### src/hw/rtl/lkvc_pkg.sv
// lkvc_pkg: shared constants, types and helpers for the LRU key-value cache.
// No dependencies; imported by every module of the block.
package lkvc_pkg;

  localparam int unsigned ENTRIES = 16;
  localparam int unsigned IDX_W   = (ENTRIES > 1) ? $clog2(ENTRIES) : 1;
  localparam int unsigned RANK_W  = IDX_W;
  localparam int unsigned CNT_W   = $clog2(ENTRIES + 1);
  localparam int unsigned CAP_W   = 5;
  localparam int unsigned KEY_W   = 32;
  localparam int unsigned VAL_W   = 32;
  localparam int unsigned KIND_W  = 2;

  localparam logic [CAP_W-1:0] CAP_RESET = 5'd16;

  localparam logic REQ_GET = 1'b0;
  localparam logic REQ_PUT = 1'b1;

  typedef enum logic [KIND_W-1:0] {
    RESP_PUT_DONE = 2'd0,
    RESP_GET_HIT  = 2'd1,
    RESP_GET_MISS = 2'd2
  } resp_kind_e;

  typedef enum logic [2:0] {
    ST_IDLE,
    ST_LOOK,
    ST_DECIDE,
    ST_EVICT,
    ST_INSERT,
    ST_TOUCH,
    ST_RESP
  } ctrl_state_e;

  // controller -> datapath
  typedef struct packed {
    logic start;      // latch request, reset scan
    logic look;       // step the key scan
    logic cnt_clr;    // restart the slot counter
    logic evict_try;  // test slot under counter for eviction
    logic insert;     // age all valid entries, write new key into free slot
    logic touch;      // make hit slot most recent, write value on put
    logic resp_load;  // load output register
  } dp_cmd_t;

  // datapath -> controller
  typedef struct packed {
    logic look_done;
    logic hit;
    logic is_put;
    logic need_evict;
    logic evict_hit;
    logic occ_m1_ge_cap;
    logic out_free;
  } dp_status_t;

  // Clamp the raw capacity to 1..ENTRIES.
  function automatic logic [CNT_W-1:0] eff_cap(input logic [CAP_W-1:0] raw);
    logic [CNT_W-1:0] c;
    c = CNT_W'(raw);
    if (raw == '0) begin
      c = CNT_W'(1);
    end else if (32'(raw) > ENTRIES) begin
      c = CNT_W'(ENTRIES);
    end
    return c;
  endfunction

endpackage

### src/hw/rtl/lkvc_ctrl.sv
// lkvc_ctrl: request sequencer of the LRU key-value cache.
// Depends on lkvc_pkg; drives lkvc_datapath through dp_cmd_t / dp_status_t.
module lkvc_ctrl import lkvc_pkg::*; (
  input  logic       clk_i,
  input  logic       rst_ni,
  input  logic       in_valid_i,
  output logic       in_stall_o,
  input  dp_status_t status_i,
  output dp_cmd_t    cmd_o
);

  ctrl_state_e state_q, state_d;

  always_ff @(posedge clk_i or negedge rst_ni) begin
    if (!rst_ni) begin
      state_q <= ST_IDLE;
    end else begin
      state_q <= state_d;
    end
  end

  always_comb begin
    state_d = state_q;
    unique case (state_q)
      ST_IDLE: begin
        if (in_valid_i) state_d = ST_LOOK;
      end
      ST_LOOK: begin
        if (status_i.look_done) state_d = ST_DECIDE;
      end
      ST_DECIDE: begin
        if (status_i.hit) begin
          state_d = ST_TOUCH;
        end else if (!status_i.is_put) begin
          state_d = ST_RESP;
        end else if (status_i.need_evict) begin
          state_d = ST_EVICT;
        end else begin
          state_d = ST_INSERT;
        end
      end
      ST_EVICT: begin
        if (status_i.evict_hit && !status_i.occ_m1_ge_cap) state_d = ST_INSERT;
      end
      ST_INSERT: state_d = ST_RESP;
      ST_TOUCH:  state_d = ST_RESP;
      ST_RESP: begin
        if (status_i.out_free) state_d = ST_IDLE;
      end
      default: state_d = ST_IDLE;
    endcase
  end

  always_comb begin
    cmd_o      = '0;
    in_stall_o = 1'b1;
    unique case (state_q)
      ST_IDLE: begin
        in_stall_o  = 1'b0;
        cmd_o.start = in_valid_i;
      end
      ST_LOOK:   cmd_o.look = 1'b1;
      ST_DECIDE: cmd_o.cnt_clr = 1'b1;
      ST_EVICT:  cmd_o.evict_try = 1'b1;
      ST_INSERT: cmd_o.insert = 1'b1;
      ST_TOUCH:  cmd_o.touch = 1'b1;
      ST_RESP:   cmd_o.resp_load = status_i.out_free;
      default: begin
        cmd_o = '0;
      end
    endcase
  end

endmodule

### src/hw/rtl/lkvc_datapath.sv
// lkvc_datapath: key/value memories, valid bits, recency ranks, occupancy,
// capacity and the output register. Depends on lkvc_pkg.
module lkvc_datapath import lkvc_pkg::*; (
  input  logic               clk_i,
  input  logic               rst_ni,
  input  dp_cmd_t            cmd_i,
  output dp_status_t         status_o,
  input  logic               req_type_i,
  input  logic [KEY_W-1:0]   lookup_key_i,
  input  logic [VAL_W-1:0]   put_value_i,
  input  logic               cfg_we_i,
  input  logic [CAP_W-1:0]   cfg_wdata_i,
  output logic               out_valid_o,
  input  logic               out_stall_i,
  output logic [KIND_W-1:0]  resp_kind_o,
  output logic [VAL_W-1:0]   read_value_o
);

  logic [KEY_W-1:0] key_mem [ENTRIES];
  logic [VAL_W-1:0] val_mem [ENTRIES];

  logic [KEY_W-1:0]  key_q;
  logic [VAL_W-1:0]  val_q;
  logic              is_put_q;

  logic [CNT_W-1:0]  cnt_q;
  logic [IDX_W-1:0]  cnt_idx;
  logic              cnt_end;

  logic              cmp_en_q;
  logic [IDX_W-1:0]  cmp_idx_q;
  logic [KEY_W-1:0]  key_rd_q;
  logic [VAL_W-1:0]  val_rd_q;

  logic              hit_q;
  logic [IDX_W-1:0]  slot_q;
  logic [VAL_W-1:0]  hit_val_q;
  logic              free_found_q;
  logic [IDX_W-1:0]  free_q;

  logic [ENTRIES-1:0] valid_q;
  logic [RANK_W-1:0]  rank_q [ENTRIES];
  logic [CNT_W-1:0]   occ_q;
  logic [CNT_W-1:0]   occ_m1;
  logic [CNT_W-1:0]   cap_q;

  logic [IDX_W-1:0]  rsel;
  logic [RANK_W-1:0] rank_sel;
  logic              evict_match;
  logic              cmp_match;

  logic              out_valid_q;
  resp_kind_e        resp_kind_q;
  logic [VAL_W-1:0]  read_value_q;

  assign cnt_idx  = cnt_q[IDX_W-1:0];
  assign cnt_end  = (cnt_q == CNT_W'(ENTRIES));
  assign occ_m1   = occ_q - CNT_W'(1);
  assign rsel     = cmd_i.touch ? slot_q : cnt_idx;
  assign rank_sel = rank_q[rsel];

  assign evict_match = valid_q[rsel] && (rank_sel == occ_m1[RANK_W-1:0]);
  assign cmp_match   = valid_q[cmp_idx_q] && (key_rd_q == key_q);

  // request latch
  always_ff @(posedge clk_i) begin
    if (cmd_i.start) begin
      key_q    <= lookup_key_i;
      val_q    <= put_value_i;
      is_put_q <= (req_type_i == REQ_PUT);
    end
  end

  // memories: one registered read at the scan address, one write port each
  always_ff @(posedge clk_i) begin
    key_rd_q  <= key_mem[cnt_idx];
    val_rd_q  <= val_mem[cnt_idx];
    cmp_idx_q <= cnt_idx;
    if (cmd_i.insert) begin
      key_mem[free_q] <= key_q;
      val_mem[free_q] <= val_q;
    end else if (cmd_i.touch && is_put_q) begin
      val_mem[slot_q] <= val_q;
    end
  end

  // scan counter, compare stage, hit and free slot tracking
  always_ff @(posedge clk_i or negedge rst_ni) begin
    if (!rst_ni) begin
      cnt_q        <= '0;
      cmp_en_q     <= 1'b0;
      hit_q        <= 1'b0;
      free_found_q <= 1'b0;
    end else begin
      cmp_en_q <= cmd_i.look && !cnt_end;
      if (cmd_i.start || cmd_i.cnt_clr) begin
        cnt_q <= '0;
      end else if (cmd_i.look && !cnt_end) begin
        cnt_q <= cnt_q + CNT_W'(1);
      end else if (cmd_i.evict_try) begin
        if (evict_match || cnt_idx == IDX_W'(ENTRIES - 1)) begin
          cnt_q <= '0;
        end else begin
          cnt_q <= cnt_q + CNT_W'(1);
        end
      end
      if (cmd_i.start) begin
        hit_q        <= 1'b0;
        free_found_q <= 1'b0;
      end else if (cmp_en_q) begin
        if (cmp_match) hit_q <= 1'b1;
        if (!valid_q[cmp_idx_q]) free_found_q <= 1'b1;
      end
    end
  end

  always_ff @(posedge clk_i) begin
    if (cmp_en_q && cmp_match) begin
      slot_q    <= cmp_idx_q;
      hit_val_q <= val_rd_q;
    end
    if (cmd_i.evict_try && evict_match) begin
      free_q <= cnt_idx;
    end else if (cmp_en_q && !valid_q[cmp_idx_q] && !free_found_q) begin
      free_q <= cmp_idx_q;
    end
  end

  // valid bits, recency ranks, occupancy
  always_ff @(posedge clk_i or negedge rst_ni) begin
    if (!rst_ni) begin
      valid_q <= '0;
      occ_q   <= '0;
      for (int i = 0; i < ENTRIES; i++) begin
        rank_q[i] <= '0;
      end
    end else if (cmd_i.evict_try && evict_match) begin
      valid_q[cnt_idx] <= 1'b0;
      rank_q[cnt_idx]  <= '0;
      occ_q            <= occ_m1;
    end else if (cmd_i.insert) begin
      for (int i = 0; i < ENTRIES; i++) begin
        if (valid_q[i]) rank_q[i] <= rank_q[i] + RANK_W'(1);
      end
      valid_q[free_q] <= 1'b1;
      rank_q[free_q]  <= '0;
      occ_q           <= occ_q + CNT_W'(1);
    end else if (cmd_i.touch) begin
      for (int i = 0; i < ENTRIES; i++) begin
        if (valid_q[i] && rank_q[i] < rank_sel) rank_q[i] <= rank_q[i] + RANK_W'(1);
      end
      rank_q[slot_q] <= '0;
    end
  end

  // capacity register, stored already clamped
  always_ff @(posedge clk_i or negedge rst_ni) begin
    if (!rst_ni) begin
      cap_q <= eff_cap(CAP_RESET);
    end else if (cfg_we_i) begin
      cap_q <= eff_cap(cfg_wdata_i);
    end
  end

  // output register
  always_ff @(posedge clk_i or negedge rst_ni) begin
    if (!rst_ni) begin
      out_valid_q <= 1'b0;
    end else if (cmd_i.resp_load) begin
      out_valid_q <= 1'b1;
    end else if (!out_stall_i) begin
      out_valid_q <= 1'b0;
    end
  end

  always_ff @(posedge clk_i) begin
    if (cmd_i.resp_load) begin
      if (is_put_q) begin
        resp_kind_q  <= RESP_PUT_DONE;
        read_value_q <= '0;
      end else if (hit_q) begin
        resp_kind_q  <= RESP_GET_HIT;
        read_value_q <= hit_val_q;
      end else begin
        resp_kind_q  <= RESP_GET_MISS;
        read_value_q <= '0;
      end
    end
  end

  assign out_valid_o  = out_valid_q;
  assign resp_kind_o  = resp_kind_q;
  assign read_value_o = read_value_q;

  assign status_o.look_done     = cnt_end;
  assign status_o.hit           = hit_q;
  assign status_o.is_put        = is_put_q;
  assign status_o.need_evict    = (occ_q >= cap_q);
  assign status_o.evict_hit     = evict_match;
  assign status_o.occ_m1_ge_cap = (occ_m1 >= cap_q);
  assign status_o.out_free      = !out_valid_q || !out_stall_i;

endmodule

### src/hw/rtl/lru_key_value_cache_top.sv
// lru_key_value_cache_top: top level of the LRU key-value cache.
// Depends on lkvc_pkg, lkvc_ctrl and lkvc_datapath.
//
// A key-value table of ENTRIES (16) slots kept in least-recently-used order.
// One request transaction (get or put) is taken at a time and answered by
// exactly one result transaction: resp_kind 0 = put done, 1 = get hit (with
// the stored value), 2 = get miss (read_value is zero for put and miss).
// Lookup: a key lookup scans the key memory through its single registered
// read port, one slot per cycle, and every request scans all ENTRIES slots.
// A put on a new key with the table at capacity first evicts the least
// recent entry (the eviction search walks the rank registers one slot per
// cycle); if the capacity was lowered below the current fill, it evicts
// entries until the fill is below the capacity. Input stall is high from
// accept until the result is loaded into the output register; a result
// waiting there does not block the next request. Capacity (1..16, 0 acts as
// 1, above ENTRIES saturates) is written through cfg_we_i / cfg_wdata_i; the
// user must write it only while idle, the block itself does not enforce this.
// The table is empty after reset; no clearing pass is needed.
module lru_key_value_cache_top import lkvc_pkg::*; (
  input  logic               clk_i,
  input  logic               rst_ni,
  // request channel
  input  logic               in_valid_i,
  output logic               in_stall_o,
  input  logic               req_type_i,
  input  logic [KEY_W-1:0]   lookup_key_i,
  input  logic [VAL_W-1:0]   put_value_i,
  // result channel
  output logic               out_valid_o,
  input  logic               out_stall_i,
  output logic [KIND_W-1:0]  resp_kind_o,
  output logic [VAL_W-1:0]   read_value_o,
  // capacity register
  input  logic               cfg_we_i,
  input  logic [CAP_W-1:0]   cfg_wdata_i
);

  dp_cmd_t    cmd;
  dp_status_t status;

  lkvc_ctrl u_ctrl (
    .clk_i      (clk_i),
    .rst_ni     (rst_ni),
    .in_valid_i (in_valid_i),
    .in_stall_o (in_stall_o),
    .status_i   (status),
    .cmd_o      (cmd)
  );

  lkvc_datapath u_datapath (
    .clk_i        (clk_i),
    .rst_ni       (rst_ni),
    .cmd_i        (cmd),
    .status_o     (status),
    .req_type_i   (req_type_i),
    .lookup_key_i (lookup_key_i),
    .put_value_i  (put_value_i),
    .cfg_we_i     (cfg_we_i),
    .cfg_wdata_i  (cfg_wdata_i),
    .out_valid_o  (out_valid_o),
    .out_stall_i  (out_stall_i),
    .resp_kind_o  (resp_kind_o),
    .read_value_o (read_value_o)
  );

endmodule

### config.mk
export PLATFORM = sky130hd
export DESIGN_NAME = lru_key_value_cache_top
export DESIGN_NICKNAME = d
export VERILOG_FILES = /design/src/hw/rtl/lkvc_pkg.sv /design/src/hw/rtl/lkvc_ctrl.sv /design/src/hw/rtl/lkvc_datapath.sv /design/src/hw/rtl/lru_key_value_cache_top.sv
export SDC_FILE = /design/constraint.sdc
export NUM_CORES = 2
export LEC_CHECK = 0
export BUFFER_PORTS_ARGS = -buffer_cell sky130_fd_sc_hd__buf_4
export CORE_MARGIN = 2
export CORE_UTILIZATION = 62
export CTS_CLUSTER_SIZE = 12
export DETAILED_ROUTE_END_ITERATION = 8
export PLACE_DENSITY = 0.76
export SYNTH_ARGS = -nofsm -noshare
export SYNTH_HDL_FRONTEND = slang
export SYNTH_SLANG_ARGS = --single-unit
### constraint.sdc
create_clock -name clk_i -period 5.21 [get_ports clk_i]
set_clock_uncertainty 0.05 [all_clocks]
set_input_delay 1.563 -clock clk_i [delete_from_list [all_inputs] [get_ports clk_i]]
set_output_delay 1.563 -clock clk_i [all_outputs]
set_load 0.02 [all_outputs]
==> summary.md <==
## Critical path
• **Critical Path End Type** register
• **cell with the biggest individual delay on the critical path** sky130_fd_sc_hd__and4_1
• **Worst Path Required** 5720 ps
• **Cell Chain, Critical Path** and3b_1 -> buf_4 -> o21ai_2 -> mux4_2 -> a211oi_2 -> o2111a_1 -> or3_1 -> and3_1 -> and4_1 -> a41oi_1
• **total buffers and inverters traversed by the critical path** 1
• **launching element type of the critical path** register
• **worst reg2reg path startpoint** u_ctrl.state_q[2]$_DFFE_PN0P_
• **maximum fanout count along the critical path** 24
• **maximum single-stage delay on the critical path** 860 ps
• **Crit. Startpoint** u_ctrl.state_q[2]$_DFFE_PN0P_
• **Crit Path Category** register to register
• **data arrival at the endpoint of the critical path** 5600 ps
• **kind of cell adding the most delay to the critical path** simple AND/OR/NAND/NOR gates

## Die
• **Cell Rows** 108
• **effective utilization at floorplan** 62.4%
• **height of the die** 299 µm
• **area of the core region** 86600 µm²
• **area of the die** 89600 µm²
• **width of the die** 299 µm
• **boundary pin count** 111

## Logic synthesis
• **cell type with the largest total area after synthesis** sky130_fd_sc_hd__edfxtp_1
• **Mapped Area** 54100 µm²
• **share of flip-flops with an asynchronous set or reset** 7.65%
• **fraction of post-synthesis cell area in the top cell type by area** 64.6%
• **number of synthesized flops with an enable pin** 1163
• **syn_area_per_cell** 18.8 µm²
• **synthesis-stage register bit count** 1333
• **instance count of the mapped netlist** 2883
• **Synth area leaders** sky130_fd_sc_hd__edfxtp_1 65%, sky130_fd_sc_hd__mux4_2 14%, sky130_fd_sc_hd__dfrtp_1 4.7%
• **number of distinct library cells after synthesis** 81
• **post-synthesis sequential area ratio** 71.8%
• **Primary FF master, synth** sky130_fd_sc_hd__edfxtp_1
• **number of nets produced by synthesis** 3038
• **number of warnings printed during yosys synthesis** 0

## Placed design
• **post-placement cell area** 56800 µm²
• **placed wire-length estimate after detailed placement** 76200 µm
• **count of input and output buffers** 110
• **worst setup slack before clock tree synthesis** 372 ps
• **Routability Congestion** 0.963

## CTS
• **buffer depth of the longest clock path** 3
• **count of hold-fix buffers inserted at cts** 0
• **count of buffers added by post-CTS timing repair for setup** 0
• **clock sink count** 1333
• **CTS H-tree lvls** 4
• **clock-pin transition on the worst setup and hold timing paths** 60 ps
• **post-CTS sizing** 0
• **clock tree from TritonCTS** done
• **Clk Latency, worst-skew pair** 750 ps
• **TritonCTS buffer count** 137
• **Root Buffer** sky130_fd_sc_hd__clkbuf_16

## STA
• **Final Slew Violations** 0
• **Final Hold Fails** 0
• **number of failing setup endpoints in the final timing report** 0
• **setup repair after global routing missed its margin** no
• **highest clock frequency the design can meet** 197 MHz
• **Worst Hold Slack** 349 ps
• **setup TNS** 0 ps
• **slack of the critical path** 125 ps
• **slew of the pin with the lowest slew margin** 1170 ps
• **time the final worst path needs with I/O delays and setup** 5080 ps
• **final clock period utilization by the worst path** 97.6%
• **worst slew margin relative to its limit** 21.2%

## Drt
• **Routed WL per cell** 31.6 µm
• **final wirelength** 137000 µm
• **count of antenna-violating nets left after detailed routing** 0
• **drt initial violations** 3914
• **Vias** 29800
• **number of search-and-repair iterations in the first detailed-routing pass** 8
• **vias per std cell** 6.87
• **DRC errors left** 0

## Global route
• **remaining global-route overflow** 0
• **overall routing resource usage** 31.2%
• **vias in the first global route** 30300
• **first-pass GRT wire length** 201000 µm
• **antenna violations before repair** 9
• **maximum number of pins on one net before global-route repair** 124

## Outcome
• **result of the run** finished clean

## Power
• **static leakage** 0.0200 µW
• **pwr/cell area** 524 nW/µm²
• **VDD IR-drop max** 368 µV

## Worst hold path
• **worst min path class** register to register
• **Hold Startpoint** u_datapath.val_rd_q[17]$_DFF_P_

## Layout
• **layout overhead on the synthesized area** 12.9%
• **commonest non-fill, non-tap cells in the layout** 1163 x sky130_fd_sc_hd__edfxtp_1, 342 x sky130_fd_sc_hd__mux4_2, 192 x sky130_fd_sc_hd__buf_4
• **NumNets Final** 3232
• **most common library cell in the layout ignoring fill and taps** sky130_fd_sc_hd__edfxtp_1
• **final design area excluding fillers** 61000 µm²
• **ratio of cells with drive above 1 in the final layout** 24.3%

## Flow run
• **Max Cap Viol** 0

power by group:
group / switching, µW / internal (µW)
Clock: 3950 / 5350
Combinational: 4820 / 3850
Sequential: 1140 / 12900
Total: 9900 / 22100
final cells by class:
class	instances	area, µm²
Sequential cell	1333	38900
Tap cell	1155	1450
Inverter	58	218
Fill cell	5087	25600
Antenna cell	6	15.0
Multi-Input combinational cell	1348	14700
Timing Repair Buffer	199	1580
Clock inverter	25	229
Clock buffer	215	3980
cells in the mapped netlist (9+ instances only):
master and number:
sky130_fd_sc_hd__a31oi_1 32, sky130_fd_sc_hd__nor2_1 127, sky130_fd_sc_hd__o2111ai_1 14, sky130_fd_sc_hd__nor3_1 26, sky130_fd_sc_hd__a22oi_1 29, sky130_fd_sc_hd__mux4_2 342, sky130_fd_sc_hd__o21ai_1 10, sky130_fd_sc_hd__and4_1 9
sky130_fd_sc_hd__o21ai_0 81, sky130_fd_sc_hd__and2_1 47, sky130_fd_sc_hd__nor2b_1 16, sky130_fd_sc_hd__inv_1 57, sky130_fd_sc_hd__nand4_1 16, sky130_fd_sc_hd__mux2i_1 50, sky130_fd_sc_hd__dfrtp_1 101, sky130_fd_sc_hd__nand3b_1 10
sky130_fd_sc_hd__o221ai_1 15, sky130_fd_sc_hd__o211ai_1 11, sky130_fd_sc_hd__dfxtp_1 68, sky130_fd_sc_hd__xnor2_1 33, sky130_fd_sc_hd__nand3_1 34, sky130_fd_sc_hd__ha_1 80, sky130_fd_sc_hd__buf_2 18, sky130_fd_sc_hd__a2111oi_0 9
sky130_fd_sc_hd__edfxtp_1 1163, sky130_fd_sc_hd__buf_1 36, sky130_fd_sc_hd__clkbuf_1 86, sky130_fd_sc_hd__o22ai_1 23, sky130_fd_sc_hd__nand2_1 88, sky130_fd_sc_hd__nand2b_1 23, sky130_fd_sc_hd__a21o_1 14, sky130_fd_sc_hd__a21oi_1 80
through the flow:
stage,total power (µW),instances,util (%)
2_1_floorplan,19900,2883,-
3_3_place_gp,22300,4093,65.6
3_5_place_dp,22700,4093,65.6
4_1_cts,32000,4333,70.4
5_1_grt,33200,4335,70.4
6_report,32000,4339,70.5
state kept, by name, indices dropped and copies added (netlist names), 2 cells and up:
name                     count
u_ctrl.state_q               3
u_datapath.cap_q             5
u_datapath.cmp_idx_q         4
u_datapath.cnt_q             5
u_datapath.free_q            4
u_datapath.hit_val_q        32
u_datapath.key_mem         512
u_datapath.key_q            32
u_datapath.key_rd_q         32
u_datapath.occ_q             5
u_datapath.rank_q           64
u_datapath.read_value_o     32
u_datapath.resp_kind_o       2
u_datapath.slot_q            4
u_datapath.val_mem         512
u_datapath.val_q            32
u_datapath.val_rd_q         32
u_datapath.valid_q          16
cell families (layout without fill, tap and decap cells):
kind of cell	Yosys count	in the layout	synth area share [%]
DFF	1333	1333	71.8
and+or+nand+nor	438	438	4.11
adders and majority gates	80	80	1.85
xor gates and xnor gates	39	39	0.632
other	0	6	0
buffers and inverters	202	497	1.48
muxes	399	399	15.3
AOI/OAI and AO/OA	392	392	4.77
routing by layer:
layer | part of all wire (%) | GRT usage (%) | vias to the layer above | wire length, µm
met4 | 3.1 | 11.3 | 8 | 4250
met2 | 49 | 48.8 | 1799 | 66900
li1 | - | - | 12200 | -
met1 | 39 | 44.5 | 15500 | 53200
met3 | 9.3 | 6.42 | 294 | 12700
met5 | 0.035 | 0 | - | 48
path summary, 6_finish.rpt:
path                       depth (start not counted)                                  to  slack [ps]
min reg2reg                                        0  u_datapath.hit_val_q[17]$_DFFE_PP_         350
min                                                0  u_datapath.hit_val_q[17]$_DFFE_PP_         350
min in group asynchronous                          1   u_datapath.rank_q[34]$_DFFE_PN0P_         830
max                                               10   u_datapath.rank_q[20]$_DFFE_PN0P_         130
max in group asynchronous                          2     u_datapath.cnt_q[1]$_DFFE_PN0P_        3480
max reg2reg                                       10   u_datapath.rank_q[20]$_DFFE_PN0P_         130
(Power assumes the default switching activity.)
